### src/rtl/tfh_pkg.sv
package tfh_pkg;

    // Field widths
    localparam int SAMPLE_W = 10;
    localparam int SUM_W    = 15;
    localparam int COUNT_W  = 5;
    localparam int DUTY_W   = 8;
    localparam int KICK_W   = 10;
    localparam int TEMP_W   = 11;
    localparam int MID_W    = 6;
    localparam int MARGIN_W = 8;
    localparam int HYST_W   = 6;

    // Configuration port
    localparam int CFG_IDX_W  = 8;
    localparam int CFG_DATA_W = 16;

    localparam logic [CFG_IDX_W-1:0] REG_MIDPOINT    = 8'd0;
    localparam logic [CFG_IDX_W-1:0] REG_BELOW       = 8'd1;
    localparam logic [CFG_IDX_W-1:0] REG_ABOVE       = 8'd2;
    localparam logic [CFG_IDX_W-1:0] REG_HYSTERESIS  = 8'd3;
    localparam logic [CFG_IDX_W-1:0] REG_DUTY_LOW    = 8'd4;
    localparam logic [CFG_IDX_W-1:0] REG_DUTY_MED    = 8'd5;
    localparam logic [CFG_IDX_W-1:0] REG_DUTY_HIGH   = 8'd6;
    localparam logic [CFG_IDX_W-1:0] REG_KICK_TICKS  = 8'd7;

    // Register reset values
    localparam int RST_MIDPOINT   = 26;
    localparam int RST_BELOW      = 30;
    localparam int RST_ABOVE      = 40;
    localparam int RST_HYSTERESIS = 5;
    localparam int RST_DUTY_LOW   = 85;
    localparam int RST_DUTY_MED   = 170;
    localparam int RST_DUTY_HIGH  = 255;
    localparam int RST_KICK_TICKS = 300;

    // Samples per reading
    localparam int SAMPLES_PER_READING = 20;

    // Conversion: t = sum * TEMP_SCALE / (count * ADC_FULL)
    localparam int SAMPLE_MIN = 3;
    localparam int SAMPLE_MAX = 1020;
    localparam int TEMP_SCALE = 5000;
    localparam int ADC_FULL   = 1023;
    localparam int TEMP_LIMIT = 1500;
    localparam int DEG_TENTHS = 10;

    // Numerator sum*5000 and denominator count*1023 widths
    localparam int NUM_W = 28;
    localparam int DEN_W = 15;
    // Samples never exceed 1019, so the quotient stays below 5000
    localparam int QUOT_W      = 13;
    localparam int DIV_STEPS   = QUOT_W;
    localparam int DIV_CNT_W   = $clog2(DIV_STEPS);

    // Band decision arithmetic (signed tenths)
    localparam int BAND_W     = 14;
    localparam int BAND_MED   = 100;
    localparam int BAND_HIGH  = 200;
    localparam int BAND_FULL  = 210;
    localparam int DUTY_FULL  = 255;

    typedef struct packed {
        logic [MID_W-1:0]    midpoint_deg;
        logic [MARGIN_W-1:0] below_margin_tenths;
        logic [MARGIN_W-1:0] above_margin_tenths;
        logic [HYST_W-1:0]   hysteresis_tenths;
        logic [DUTY_W-1:0]   fan_duty_low;
        logic [DUTY_W-1:0]   fan_duty_med;
        logic [DUTY_W-1:0]   fan_duty_high;
        logic [KICK_W-1:0]   kick_ticks;
    } cfg_t;

    // Controller to datapath
    typedef struct packed {
        logic tick;      // accepted tick request
        logic sample;    // accepted sample request
        logic mul_load;  // form numerator and shifted divisor
        logic div_step;  // one restoring division step
        logic finish;    // decide and publish the reading
    } cmd_t;

    // Datapath to controller
    typedef struct packed {
        logic last_sample;  // current sample closes a reading
        logic out_free;     // result register can take a new result
    } status_t;

endpackage

### src/rtl/tfh_ctrl.sv
module tfh_ctrl (
    input  logic              aclk,
    input  logic              aresetn,
    input  logic              s_valid,
    input  logic              s_func,
    output logic              s_ready,
    input  tfh_pkg::status_t  status,
    output tfh_pkg::cmd_t     cmd
);

    typedef enum logic [1:0] {
        ST_IDLE,
        ST_MUL,
        ST_DIV,
        ST_DECIDE
    } state_t;

    state_t                          state_reg, state_next;
    logic [tfh_pkg::DIV_CNT_W-1:0]   count_reg, count_next;
    logic                            accept;

    assign s_ready = (state_reg == ST_IDLE) && status.out_free;
    assign accept  = s_valid && s_ready;

    // Commands to the datapath
    always_comb begin
        cmd          = '0;
        cmd.tick     = accept && s_func;
        cmd.sample   = accept && !s_func;
        cmd.mul_load = (state_reg == ST_MUL);
        cmd.div_step = (state_reg == ST_DIV);
        cmd.finish   = (state_reg == ST_DECIDE) && status.out_free;
    end

    // Sequencing of one reading
    always_comb begin
        state_next = state_reg;
        count_next = count_reg;
        unique case (state_reg)
            ST_IDLE: begin
                if (cmd.sample && status.last_sample) begin
                    state_next = ST_MUL;
                end
            end
            ST_MUL: begin
                state_next = ST_DIV;
                count_next = '0;
            end
            ST_DIV: begin
                count_next = count_reg + 1'b1;
                if (count_reg == tfh_pkg::DIV_CNT_W'(tfh_pkg::DIV_STEPS - 1)) begin
                    state_next = ST_DECIDE;
                end
            end
            ST_DECIDE: begin
                if (status.out_free) begin
                    state_next = ST_IDLE;
                end
            end
            default: state_next = ST_IDLE;
        endcase
    end

    always_ff @(posedge aclk) begin
        if (!aresetn) begin
            state_reg <= ST_IDLE;
            count_reg <= '0;
        end else begin
            state_reg <= state_next;
            count_reg <= count_next;
        end
    end

endmodule

### src/rtl/tfh_dp.sv
module tfh_dp #(
    parameter int SAMPLES_PER_READING = tfh_pkg::SAMPLES_PER_READING
) (
    input  logic                             aclk,
    input  logic                             aresetn,
    input  tfh_pkg::cmd_t                    cmd,
    output tfh_pkg::status_t                 status,
    input  tfh_pkg::cfg_t                    cfg,
    input  logic [tfh_pkg::SAMPLE_W-1:0]     s_sample,
    input  logic                             m_ready,
    output logic                             m_valid,
    output logic                             m_heater_on,
    output logic [tfh_pkg::DUTY_W-1:0]       m_fan_duty,
    output logic [tfh_pkg::TEMP_W-1:0]       m_temperature_tenths,
    output logic                             m_reading_done,
    output logic                             m_sensor_error
);

    localparam int BW = tfh_pkg::BAND_W;

    // Accumulator and controller state
    logic [tfh_pkg::SUM_W-1:0]    sum_reg, sum_next;
    logic [tfh_pkg::COUNT_W-1:0]  vcount_reg, vcount_next;
    logic [tfh_pkg::COUNT_W-1:0]  index_reg, index_next;
    logic                         heater_reg, heater_next;
    logic [tfh_pkg::DUTY_W-1:0]   fan_reg, fan_next;
    logic [tfh_pkg::KICK_W-1:0]   kick_reg, kick_next;
    logic [tfh_pkg::TEMP_W-1:0]   temp_reg, temp_next;
    logic                         error_reg, error_next;

    // Divider
    logic [tfh_pkg::NUM_W-1:0]    rem_reg, rem_next;
    logic [tfh_pkg::NUM_W-1:0]    dsh_reg, dsh_next;
    logic [tfh_pkg::QUOT_W-1:0]   quot_reg, quot_next;
    logic [tfh_pkg::DEN_W-1:0]    den;

    // Result register
    logic                         m_valid_reg, m_valid_next;
    logic                         out_heater_reg;
    logic [tfh_pkg::DUTY_W-1:0]   out_fan_reg;
    logic [tfh_pkg::TEMP_W-1:0]   out_temp_reg;
    logic                         out_done_reg;
    logic                         out_error_reg;
    logic                         load_out;
    logic                         done_flag;

    logic                         sample_ok;
    logic [tfh_pkg::COUNT_W-1:0]  index_inc;

    // Band decision
    logic                         bad;
    logic                         apply;
    logic                         heat_d;
    logic [tfh_pkg::DUTY_W-1:0]   fan_d;
    logic [9:0]                   mid10;
    logic signed [BW-1:0]         ts, tmin, tmax, hy;

    assign sample_ok = (s_sample > tfh_pkg::SAMPLE_W'(tfh_pkg::SAMPLE_MIN))
                    && (s_sample < tfh_pkg::SAMPLE_W'(tfh_pkg::SAMPLE_MAX));
    assign index_inc = index_reg + 1'b1;

    assign status.last_sample = (index_inc >= tfh_pkg::COUNT_W'(SAMPLES_PER_READING));
    assign status.out_free    = !m_valid_reg || m_ready;

    assign den = (tfh_pkg::DEN_W'(vcount_reg) * tfh_pkg::DEN_W'(tfh_pkg::ADC_FULL));

    // Limits in signed tenths
    always_comb begin
        mid10 = 10'(cfg.midpoint_deg) * 10'(tfh_pkg::DEG_TENTHS);
        ts    = $signed(BW'(quot_reg));
        hy    = $signed(BW'(cfg.hysteresis_tenths));
        tmin  = $signed(BW'(mid10)) - $signed(BW'(cfg.below_margin_tenths));
        tmax  = $signed(BW'(mid10)) + $signed(BW'(cfg.above_margin_tenths));
    end

    // Band chain, first match wins; a bad reading turns heater and fan off; no match holds the outputs
    always_comb begin
        bad    = (vcount_reg == '0) || (quot_reg > tfh_pkg::QUOT_W'(tfh_pkg::TEMP_LIMIT));
        apply  = 1'b1;
        heat_d = 1'b0;
        fan_d  = '0;
        if (bad) begin
            heat_d = 1'b0;
        end else if (ts <= tmin - hy) begin
            heat_d = 1'b1;
        end else if ((ts > tmin + hy) && (ts <= tmax - hy)) begin
            heat_d = 1'b0;
        end else if ((ts > tmax + hy) && (ts <= tmax + BW'(tfh_pkg::BAND_MED))) begin
            fan_d = cfg.fan_duty_low;
        end else if ((ts > tmax + BW'(tfh_pkg::BAND_MED))
                  && (ts <= tmax + BW'(tfh_pkg::BAND_HIGH))) begin
            fan_d = cfg.fan_duty_med;
        end else if (ts >= tmax + BW'(tfh_pkg::BAND_FULL) - hy) begin
            fan_d = cfg.fan_duty_high;
        end else begin
            apply = 1'b0;
        end
    end

    // Next state
    always_comb begin
        sum_next    = sum_reg;
        vcount_next = vcount_reg;
        index_next  = index_reg;
        heater_next = heater_reg;
        fan_next    = fan_reg;
        kick_next   = kick_reg;
        temp_next   = temp_reg;
        error_next  = error_reg;
        rem_next    = rem_reg;
        dsh_next    = dsh_reg;
        quot_next   = quot_reg;
        load_out    = 1'b0;
        done_flag   = 1'b0;

        if (cmd.tick) begin
            if (kick_reg != '0) begin
                kick_next = kick_reg - 1'b1;
            end
            load_out = 1'b1;
        end

        if (cmd.sample) begin
            sum_next    = sum_reg + (sample_ok ? tfh_pkg::SUM_W'(s_sample) : '0);
            vcount_next = vcount_reg + tfh_pkg::COUNT_W'(sample_ok);
            index_next  = index_inc;
            load_out    = !status.last_sample;
        end

        if (cmd.mul_load) begin
            rem_next  = tfh_pkg::NUM_W'(sum_reg) * tfh_pkg::NUM_W'(tfh_pkg::TEMP_SCALE);
            dsh_next  = tfh_pkg::NUM_W'(den) << (tfh_pkg::QUOT_W - 1);
            quot_next = '0;
        end

        // Restoring division, one quotient bit per step
        if (cmd.div_step) begin
            if (rem_reg >= dsh_reg) begin
                rem_next  = rem_reg - dsh_reg;
                quot_next = {quot_reg[tfh_pkg::QUOT_W-2:0], 1'b1};
            end else begin
                quot_next = {quot_reg[tfh_pkg::QUOT_W-2:0], 1'b0};
            end
            dsh_next = dsh_reg >> 1;
        end

        if (cmd.finish) begin
            if (bad) begin
                error_next = 1'b1;
            end else begin
                error_next = 1'b0;
                temp_next  = quot_reg[tfh_pkg::TEMP_W-1:0];
            end
            if (apply) begin
                if (fan_d == '0) begin
                    kick_next = '0;
                end else if (fan_reg == '0) begin
                    kick_next = cfg.kick_ticks;
                end
                heater_next = heat_d;
                fan_next    = fan_d;
            end
            sum_next    = '0;
            vcount_next = '0;
            index_next  = '0;
            load_out    = 1'b1;
            done_flag   = 1'b1;
        end

        if (load_out) begin
            m_valid_next = 1'b1;
        end else if (m_ready) begin
            m_valid_next = 1'b0;
        end else begin
            m_valid_next = m_valid_reg;
        end
    end

    // Control and state registers
    always_ff @(posedge aclk) begin
        if (!aresetn) begin
            sum_reg     <= '0;
            vcount_reg  <= '0;
            index_reg   <= '0;
            heater_reg  <= 1'b0;
            fan_reg     <= '0;
            kick_reg    <= '0;
            temp_reg    <= '0;
            error_reg   <= 1'b0;
            m_valid_reg <= 1'b0;
        end else begin
            sum_reg     <= sum_next;
            vcount_reg  <= vcount_next;
            index_reg   <= index_next;
            heater_reg  <= heater_next;
            fan_reg     <= fan_next;
            kick_reg    <= kick_next;
            temp_reg    <= temp_next;
            error_reg   <= error_next;
            m_valid_reg <= m_valid_next;
        end
    end

    // Divider and result payload
    always_ff @(posedge aclk) begin
        rem_reg  <= rem_next;
        dsh_reg  <= dsh_next;
        quot_reg <= quot_next;
        if (load_out) begin
            out_heater_reg <= heater_next;
            out_fan_reg    <= (kick_next != '0) ? tfh_pkg::DUTY_W'(tfh_pkg::DUTY_FULL)
                                                : fan_next;
            out_temp_reg   <= temp_next;
            out_done_reg   <= done_flag;
            out_error_reg  <= error_next;
        end
    end

    assign m_valid              = m_valid_reg;
    assign m_heater_on          = out_heater_reg;
    assign m_fan_duty           = out_fan_reg;
    assign m_temperature_tenths = out_temp_reg;
    assign m_reading_done       = out_done_reg;
    assign m_sensor_error       = out_error_reg;

endmodule

### src/rtl/thermostat_fan_heater_controller_top.sv
// Tick and non-closing sample requests: result registered in the cycle after accept,
// one request per cycle while the result register drains.
// A sample that closes a reading: multiply, restoring divider (13 steps of one
// quotient bit), band decision on a free result register; no request taken meanwhile.
// Synchronous active-low reset: configuration returns to defaults, accumulators,
// heater, fan, kick counter, temperature and error flag clear, no result pending.
module thermostat_fan_heater_controller_top #(
    parameter int SAMPLES_PER_READING = tfh_pkg::SAMPLES_PER_READING
) (
    input  logic                               aclk,
    input  logic                               aresetn,
    // Sample and tick requests
    input  logic                               s_valid,
    output logic                               s_ready,
    input  logic                               s_func,
    input  logic [tfh_pkg::SAMPLE_W-1:0]       s_sample,
    // Results
    output logic                               m_valid,
    input  logic                               m_ready,
    output logic                               m_heater_on,
    output logic [tfh_pkg::DUTY_W-1:0]         m_fan_duty,
    output logic [tfh_pkg::TEMP_W-1:0]         m_temperature_tenths,
    output logic                               m_reading_done,
    output logic                               m_sensor_error,
    // Configuration writes
    input  logic                               cfg_valid,
    output logic                               cfg_ready,
    input  logic [tfh_pkg::CFG_IDX_W-1:0]      cfg_index,
    input  logic [tfh_pkg::CFG_DATA_W-1:0]     cfg_data
);

    tfh_pkg::cfg_t     cfg_reg;
    tfh_pkg::cmd_t     cmd;
    tfh_pkg::status_t  status;

    assign cfg_ready = 1'b1;

    // Configuration registers; unknown indexes are dropped
    always_ff @(posedge aclk) begin
        if (!aresetn) begin
            cfg_reg.midpoint_deg        <= tfh_pkg::MID_W'(tfh_pkg::RST_MIDPOINT);
            cfg_reg.below_margin_tenths <= tfh_pkg::MARGIN_W'(tfh_pkg::RST_BELOW);
            cfg_reg.above_margin_tenths <= tfh_pkg::MARGIN_W'(tfh_pkg::RST_ABOVE);
            cfg_reg.hysteresis_tenths   <= tfh_pkg::HYST_W'(tfh_pkg::RST_HYSTERESIS);
            cfg_reg.fan_duty_low        <= tfh_pkg::DUTY_W'(tfh_pkg::RST_DUTY_LOW);
            cfg_reg.fan_duty_med        <= tfh_pkg::DUTY_W'(tfh_pkg::RST_DUTY_MED);
            cfg_reg.fan_duty_high       <= tfh_pkg::DUTY_W'(tfh_pkg::RST_DUTY_HIGH);
            cfg_reg.kick_ticks          <= tfh_pkg::KICK_W'(tfh_pkg::RST_KICK_TICKS);
        end else if (cfg_valid && cfg_ready) begin
            unique case (cfg_index)
                tfh_pkg::REG_MIDPOINT:
                    cfg_reg.midpoint_deg <= cfg_data[tfh_pkg::MID_W-1:0];
                tfh_pkg::REG_BELOW:
                    cfg_reg.below_margin_tenths <= cfg_data[tfh_pkg::MARGIN_W-1:0];
                tfh_pkg::REG_ABOVE:
                    cfg_reg.above_margin_tenths <= cfg_data[tfh_pkg::MARGIN_W-1:0];
                tfh_pkg::REG_HYSTERESIS:
                    cfg_reg.hysteresis_tenths <= cfg_data[tfh_pkg::HYST_W-1:0];
                tfh_pkg::REG_DUTY_LOW:
                    cfg_reg.fan_duty_low <= cfg_data[tfh_pkg::DUTY_W-1:0];
                tfh_pkg::REG_DUTY_MED:
                    cfg_reg.fan_duty_med <= cfg_data[tfh_pkg::DUTY_W-1:0];
                tfh_pkg::REG_DUTY_HIGH:
                    cfg_reg.fan_duty_high <= cfg_data[tfh_pkg::DUTY_W-1:0];
                tfh_pkg::REG_KICK_TICKS:
                    cfg_reg.kick_ticks <= cfg_data[tfh_pkg::KICK_W-1:0];
                default: begin
                end
            endcase
        end
    end

    tfh_ctrl u_ctrl (
        .aclk    (aclk),
        .aresetn (aresetn),
        .s_valid (s_valid),
        .s_func  (s_func),
        .s_ready (s_ready),
        .status  (status),
        .cmd     (cmd)
    );

    tfh_dp #(
        .SAMPLES_PER_READING (SAMPLES_PER_READING)
    ) u_dp (
        .aclk                 (aclk),
        .aresetn              (aresetn),
        .cmd                  (cmd),
        .status               (status),
        .cfg                  (cfg_reg),
        .s_sample             (s_sample),
        .m_ready              (m_ready),
        .m_valid              (m_valid),
        .m_heater_on          (m_heater_on),
        .m_fan_duty           (m_fan_duty),
        .m_temperature_tenths (m_temperature_tenths),
        .m_reading_done       (m_reading_done),
        .m_sensor_error       (m_sensor_error)
    );

`ifndef SYNTHESIS
    // A sensor error leaves heater and fan off until a valid reading
    a_error_off: assert property (@(posedge aclk) disable iff (!aresetn)
        (m_valid && m_sensor_error) |-> (!m_heater_on && (m_fan_duty == '0)))
        else $error("fan or heater driven during sensor error");

    // Heater and fan never run together
    a_heat_no_fan: assert property (@(posedge aclk) disable iff (!aresetn)
        (m_valid && m_heater_on) |-> (m_fan_duty == '0))
        else $error("heater on with fan running");

    // Published temperature stays within the valid range
    a_temp_range: assert property (@(posedge aclk) disable iff (!aresetn)
        m_valid |-> (m_temperature_tenths <= tfh_pkg::TEMP_W'(tfh_pkg::TEMP_LIMIT)))
        else $error("temperature beyond limit");

    // A tick request produces its result in the next cycle
    a_tick_result: assert property (@(posedge aclk) disable iff (!aresetn)
        (s_valid && s_ready && s_func) |=> (m_valid && !m_reading_done))
        else $error("tick result missing");
`endif

endmodule

### config.mk
export PLATFORM = sky130hd
export DESIGN_NAME = thermostat_fan_heater_controller_top
export DESIGN_NICKNAME = d
export VERILOG_FILES = /design/src/rtl/tfh_pkg.sv /design/src/rtl/tfh_ctrl.sv /design/src/rtl/tfh_dp.sv /design/src/rtl/thermostat_fan_heater_controller_top.sv
export SDC_FILE = /design/constraint.sdc
export NUM_CORES = 1
export LEC_CHECK = 0
export ABC_CLOCK_PERIOD_IN_PS = 8200
export BUFFER_PORTS_ARGS = -buffer_cell sky130_fd_sc_hd__buf_2
export CORE_UTILIZATION = 55
export CTS_BUF_LIST = sky130_fd_sc_hd__clkbuf_4 sky130_fd_sc_hd__clkbuf_8
export CTS_CLUSTER_SIZE = 28
export DETAILED_ROUTE_END_ITERATION = 10
export PLACE_DENSITY = 0.75
export SYNTH_ARGS = -nofsm -noshare
export SYNTH_HDL_FRONTEND = slang
export SYNTH_HIERARCHICAL = 1
export SYNTH_SLANG_ARGS = --single-unit
### constraint.sdc
create_clock -name aclk -period 8.2 [get_ports aclk]
set_input_delay 0.41 -clock aclk [delete_from_list [all_inputs] [get_ports aclk]]
set_output_delay 0.41 -clock aclk [all_outputs]
set_load 0.1 [all_outputs]
; After elaboration in Yosys (flattened, before gate mapping)
; Cells that the tools add are included.
[totals]
regBits = 215
word_cells = 157
[classes]
add_sub_neg = 16
multipliers = 3
n_lt_le_gt_ge = 13
n_eq_ne = 14
muxes = 48
bitwise_logic = 1
reduce_logical = 34
[op_table]
columns = op, count
row1 = two-way mux 28 bit, 3
row2 = two-way mux 10 bit, 7
row3 = two-way mux 8 bit, 8
row4 = less-or-equal comparator 14 bit, 4
row5 = greater-than comparator 14 bit, 3
row6 = subtractor 14 x 7 -> 14 bit, 3
row7 = equality test 8 x 3 -> 1 bit (second input constant), 4
row8 = adder 14 x 7 -> 14 bit, 2
row9 = adder 14 x 9 -> 14 bit (second input constant), 2
row10 = greater-or-equal comparator 28 x 27 -> 1 bit, 1
row11 = subtractor 28 x 27 -> 28 bit, 1
row12 = two-way mux 27 bit, 1
row13 = two-way mux 13 bit, 2
row14 = two-way mux 26 bit, 1
row15 = multiplier 15 x 10 -> 25 bit (second input constant), 1
row16 = logical NOT 8 bit, 3
row17 = two-way mux 11 bit, 2
row18 = nonzero test 10 bit, 2
row19 = two-way mux 1 bit, 19
row20 = equality test 8 x 2 -> 1 bit (second input constant), 2
row21 = AND reduction 2 bit, 8
row22 = adder 15 bit, 1
row23 = multiplier 5 x 10 -> 15 bit (second input constant), 1
row24 = adder 14 x 8 -> 14 bit (second input constant), 1
row25 = 30 further kinds, 47

; Logic depth before layout (Yosys ltp)
[depth]
ltp_word = 16
depth_mapped = 31

; Cells and area by module
; Netlist, hierarchy kept.
[modules_own_cells]
columns = module, instances, cells_per_inst, area_each_um2, seq_area_each_um2
row1 = tfh_dp, 1, 1804, 15911.5, 3563.4
row2 = thermostat_fan_heater_controller_top, 1, 237, 2463.6, 1241.2
row3 = tfh_ctrl, 1, 49, 455.4, 120.1

; Least setup slack after synthesis
; No wires, ideal clock.
[synth_path]
kind = reg-to-reg
startpoint = reg cfg_reg[57] in the netlist's numbering
endpoint = reg u_dp.out_fan_reg (netlist bit u_dp/m_fan_duty[3]) (data pin)
setup_ns = 0.272
arrival_time_ns = 6.292
slack_ns = 1.636
path_stages_with_launch = 28
synth_period_minus_slack_ns = 6.564
cell_sequence = dfxtp_1 -> ha_1 -> ha_1 -> inv_1 -> fa_1 -> xnor2_1 -> ha_1 -> o21a_1 -> nor2_1 -> a21oi_1 -> xnor2_1 -> clkinv_1 -> nor2_1 -> nand2_1 -> xnor2_1 -> ha_1 -> a21o_1 -> a211o_1 -> a2111oi_0 -> a211oi_1 -> or2_2 -> clkbuf_1 -> o21ai_0 -> o22ai_1 -> a221oi_1 -> a211oi_1 -> a22oi_1 -> nand2_1
[synth_between]
elab_chain_cells = 16
word_cells_on_any_way = 41
classes_between = add/sub: 10 / mul: 1 / order compare: 8 / mux: 17 / reduce/logical: 5
[synth_lines]
columns = element, line
row1 = start: declaration, thermostat_fan_heater_controller_top.sv:32  ; tfh_pkg::cfg_t cfg_reg;
row2 = multiplier 6 x 3 -> 9 bit *, tfh_dp.sv:69  ; mid10 = 10'(cfg.midpoint_deg) * 10'(tfh_pkg::DEG_TENTHS);
row3 = adder 10 x 8 -> 11 bit, tfh_dp.sv:73  ; tmax = $signed(BW'(mid10)) + $signed(BW'(cfg.above_margin_tenths));
row4 = adder 14 x 9 -> 14 bit, tfh_dp.sv:93  ; end else if (ts >= tmax + BW'(tfh_pkg::BAND_FULL) - hy) begin
row5 = subtractor 14 x 7 -> 14 bit, tfh_dp.sv:93
row6 = greater-or-equal comparator 14 bit, tfh_dp.sv:93
row7 = two-way mux 8 bit, tfh_dp.sv:93
row8 = two-way mux 8 bit, tfh_dp.sv:90  ; end else if ((ts > tmax + BW'(tfh_pkg::BAND_MED))
row9 = two-way mux 8 bit, tfh_dp.sv:88  ; end else if ((ts > tmax + hy) && (ts <= tmax + BW'(tfh_pkg::BAND_MED))) begin
row10 = two-way mux 8 bit, tfh_dp.sv:86  ; end else if ((ts > tmin + hy) && (ts <= tmax - hy)) begin
row11 = two-way mux 8 bit, tfh_dp.sv:84  ; end else if (ts <= tmin - hy) begin
row12 = two-way mux 8 bit, tfh_dp.sv:82  ; if (bad) begin
row13 = logical NOT 8 bit, tfh_dp.sv:155  ; if (fan_d == '0) begin
row14 = two-way mux 10 bit, tfh_dp.sv:155
row15 = two-way mux 10 bit, tfh_dp.sv:154  ; if (apply) begin
row16 = two-way mux 10 bit, tfh_dp.sv:147  ; if (cmd.finish) begin
row17 = nonzero test 10 bit, tfh_dp.sv:211  ; out_fan_reg <= (kick_next != '0) ? tfh_pkg::DUTY_W'(tfh_pkg::DUTY_FULL)
row18 = end signal: assignment, tfh_dp.sv:211
row19 = end: declaration, tfh_dp.sv:40  ; logic [tfh_pkg::DUTY_W-1:0] out_fan_reg;
; Every way passes the cells marked *; elsewhere a longest branch is shown, timed or not.
; A chain may end at the register's enable or synchronous reset.

; Worst setup path after layout
[layout_path]
startpoint = reg cfg_reg[57] in the netlist's numbering
endpoint = reg u_dp/kick_reg[2] in the netlist's numbering
[layout_between]
elab_chain_cells = 15
word_cells_on_any_way = 38
classes_between = add/sub: 10 / mul: 1 / order compare: 8 / mux: 15 / reduce/logical: 4
[layout_lines]
columns = element, line
row1 = multiplier 6 x 3 -> 9 bit *, tfh_dp.sv:69
row2 = adder 10 x 8 -> 11 bit, tfh_dp.sv:73
row3 = adder 14 x 9 -> 14 bit, tfh_dp.sv:93
row4 = subtractor 14 x 7 -> 14 bit, tfh_dp.sv:93
row5 = greater-or-equal comparator 14 bit, tfh_dp.sv:93
row6 = two-way mux 8 bit, tfh_dp.sv:93
row7 = two-way mux 8 bit, tfh_dp.sv:90
row8 = two-way mux 8 bit, tfh_dp.sv:88
row9 = two-way mux 8 bit, tfh_dp.sv:86
row10 = two-way mux 8 bit, tfh_dp.sv:84
row11 = two-way mux 8 bit, tfh_dp.sv:82
row12 = logical NOT 8 bit, tfh_dp.sv:155
row13 = two-way mux 10 bit, tfh_dp.sv:155
row14 = two-way mux 10 bit *, tfh_dp.sv:154
row15 = two-way mux 10 bit *, tfh_dp.sv:147
row16 = end signal: assignment, tfh_dp.sv:197  ; kick_reg <= kick_next;
row17 = end: declaration, tfh_dp.sv:27  ; logic [tfh_pkg::KICK_W-1:0] kick_reg, kick_next;
; Marks and branches as above.

==> summary.txt <==
Status - finished, final reports clean
Worst path max stage delay - 0.69 ns
Drt drc - 0
GPL Wtd Cong - 0.893
Cts bufs inserted - 41
Setup violators final - 0
Area Overhead vs Synth - 9.00%
Total grt overflow - 0
Wire length per cell - 16.9 µm
Setup Buffers After CTS - 0
Required @ worst endpoint - 8.70 ns
Post-synth EDFFs - 62
Mapped Avg Cell Area - 9.01 µm²
Total number of vias - 15,000
Die H - 187 µm
ANT nets after route - 0
GRT Util Overall - 25.8%
Die ar. - 35,000 µm²
PortBufs - 57
IO Pins - 65
HP Class - primary input to flop
Die X - 187 µm
Largest net degree at the start of global routing - 78
Top post-synthesis cells by area - ha_1 20%, dfxtp_1 16%, edfxtp_1 9.9%
Clk Latency, worst-skew pair - 0.59 ns
Max-capacitance violation count - 0
Final period util - 90.7%
Root Driver - clkbuf_8
Critical Path Fanout Max - 9
Cell class contributing the biggest share of worst-path delay - compound AO/OA/AOI/OAI gates
Crit path kind - flop to flop
CTS resizes - 0
Crit start category - flop
Ys Warns - 6
Initial Util - 56.0%
Post-Route WL - 44,500 µm
Setup TNS - 0 ns
Most frequent CP cell - ha_1
Max frequency - 0.134 GHz
Final Hold Fails - 0
Max H-tree Level - 2
Distinct cells, synth - 83
Worst setup EP type - flop
#FFs+latches synth - 215
CTS Buffer Depth - 3
Initial antenna violation count - 0
Number of global-route vias before repair - 15,000
Post-DP HPWL - 33,800 µm
First-pass GRT wire length - 73,700 µm
Layout cell share with drive strength beyond 1 - 8.69%
Slew @ Worst Pin - 1.15 ns
Post-Syn Area - 18,800 µm²
Most common cell in the synthesized netlist - ha_1
Dpl cells - 2,560
PD cells - 128 nW/µm²
Unrepaired setup endpoints after global routing - false
First-pass DRT Iterations - 6
CTS tree - yes
Syn Inst Count - 2,090
Syn Nets - 2,481
Final clock skew - 0.0232 ns
Count of non-filler cells in the finished layout - 2,635
Avg Vias per Cell - 5.69
Critical path data arrival time - 7.94 ns
Clock slew at reported path FFs - 0.06 ns
Async SR Flop Fraction - 0%
Main synth FF type - dfxtp_1
Buf+Inv Stages, Crit Path - 2
Starting DRT DRC Count - 865
Site Rows - 67
Leak - 9.85 nW
Layout Nets - 2,546
CTS Hold Bufs - 0
Post-route minimum period - 7.44 ns
Fillers - 2,867
Max VDD drop - 0.000136 V
Sequential share of the synthesized area - 26.2%
Synth cell count leaders - 295 x ha_1, 231 x inv_1, 153 x dfxtp_1, 147 x nand2_1, 122 x nor2_1
CORE AREA - 33,600 µm²
Max reg flops - 62
Synth top area share - 19.6%
Crit-path slowest cell - mux2i_1
Slew HR - 23.2%
# clock sinks - 215
Largest area contributor in the netlist - ha_1
Slew Limit Fails - 0
-- layout make-up --
type	count	area, µm²	share of cell area, %
Antenna cell	1	2.50	0.0122
Clock buffer	62	778	3.79
Clock inverter	12	140	0.683
Inverter	232	871	4.24
Multi-Input combinational cell	1593	12800	62.6
Sequential cell	215	4920	24.0
Tap cell	448	561	2.73
Timing Repair Buffer	72	398	1.94
-- worst reg2reg max path, delay by kind of cell (launching register included) --
kind / cells / cell delay [ns]
compound gates: 11 / 2.88
fa+ha+maj: 6 / 1.70
simple gates: 4 / 0.77
mux: 1 / 0.69
xor+xnor: 3 / 0.66
flops: 1 / 0.38
buf+inv: 2 / 0.28
-- cells by family (layout without fill, tap and decap cells) --
family	count (synthesis)	after routing	synth area share, %
simple gates	590	590	16.3
compound gates	412	412	14.4
fa+ha+maj	351	351	25.6
buf+inv	282	378	5.71
flops	215	215	26.2
xor+xnor	142	142	6.60
mux	97	97	5.24
other cells	1	2	0.0199
-- worst paths after layout --
kind                                               start                           to  slack, ns  depth (start not counted)
worst max register to register  cfg_reg[57]$_SDFFE_PN1P_  u_dp/kick_reg[2]$_SDFF_PN0_       0.76                         27
worst max-delay path            cfg_reg[57]$_SDFFE_PN1P_  u_dp/kick_reg[2]$_SDFF_PN0_       0.76                         27
worst min register to register  cfg_reg[18]$_SDFFE_PN0P_     cfg_reg[18]$_SDFFE_PN0P_       0.46                          2
worst min-delay path                         cfg_data[9]      cfg_reg[9]$_SDFFE_PN0P_       0.06                          3
-- per-stage QoR --
stage	setup slack [ns]	util, %	power [mW]	hold WS (ns)	cell area [µm²]
after floorplan	1.64	-	1.38	0.435	18800
after global routing	0.201	61.0	2.75	0.0525	20500
after global placement	1.05	58.3	1.45	0.445	19600
after CTS	0.956	61.0	2.66	0.0317	20500
after detailed placement	0.983	58.3	1.46	0.449	19600
final	0.761	61.1	2.63	0.0638	20500
-- layer usage --
layer / GRT usage [%] / wire, µm / vias to the layer above
met3: 3.55 / 2390 / 81
met4: 8.92 / 1150 / 0
met5: 0 / 0 / -
met1: 35.1 / 21100 / 7149
li1: - / - / 7386
met2: 42.1 / 19900 / 386
-- cell usage in the layout, fill, tap and decap left out, types with 13 or more instances in the layout --
| master | count |
|---|---|
| nor4_1 | 13 |
| buf_4 | 15 |
| nor2_1 | 121 |
| clkbuf_8 | 50 |
| o21a_1 | 25 |
| a21oi_1 | 112 |
| inv_1 | 231 |
| and2_1 | 59 |
| nand3_1 | 38 |
| a211oi_1 | 21 |
| mux2_2 | 13 |
| ha_1 | 293 |
| fa_1 | 56 |
| o31ai_1 | 16 |
| o21ai_0 | 80 |
| buf_2 | 57 |
| xnor2_1 | 107 |
| nand4_1 | 23 |
| dfxtp_1 | 153 |
| nor3_1 | 24 |
| nand2_1 | 147 |
| mux2i_1 | 84 |
| nor2b_1 | 74 |
| o21bai_1 | 18 |
| a21o_1 | 40 |
| nand2b_1 | 29 |
| xor2_1 | 35 |
| edfxtp_1 | 62 |
-- power by group --
| part | internal, mW | switching, mW |
|---|---|---|
| registers | 1.10 | 0.0169 |
| logic | 0.118 | 0.203 |
| clock network | 0.702 | 0.489 |
(Power assumes the default switching activity.)
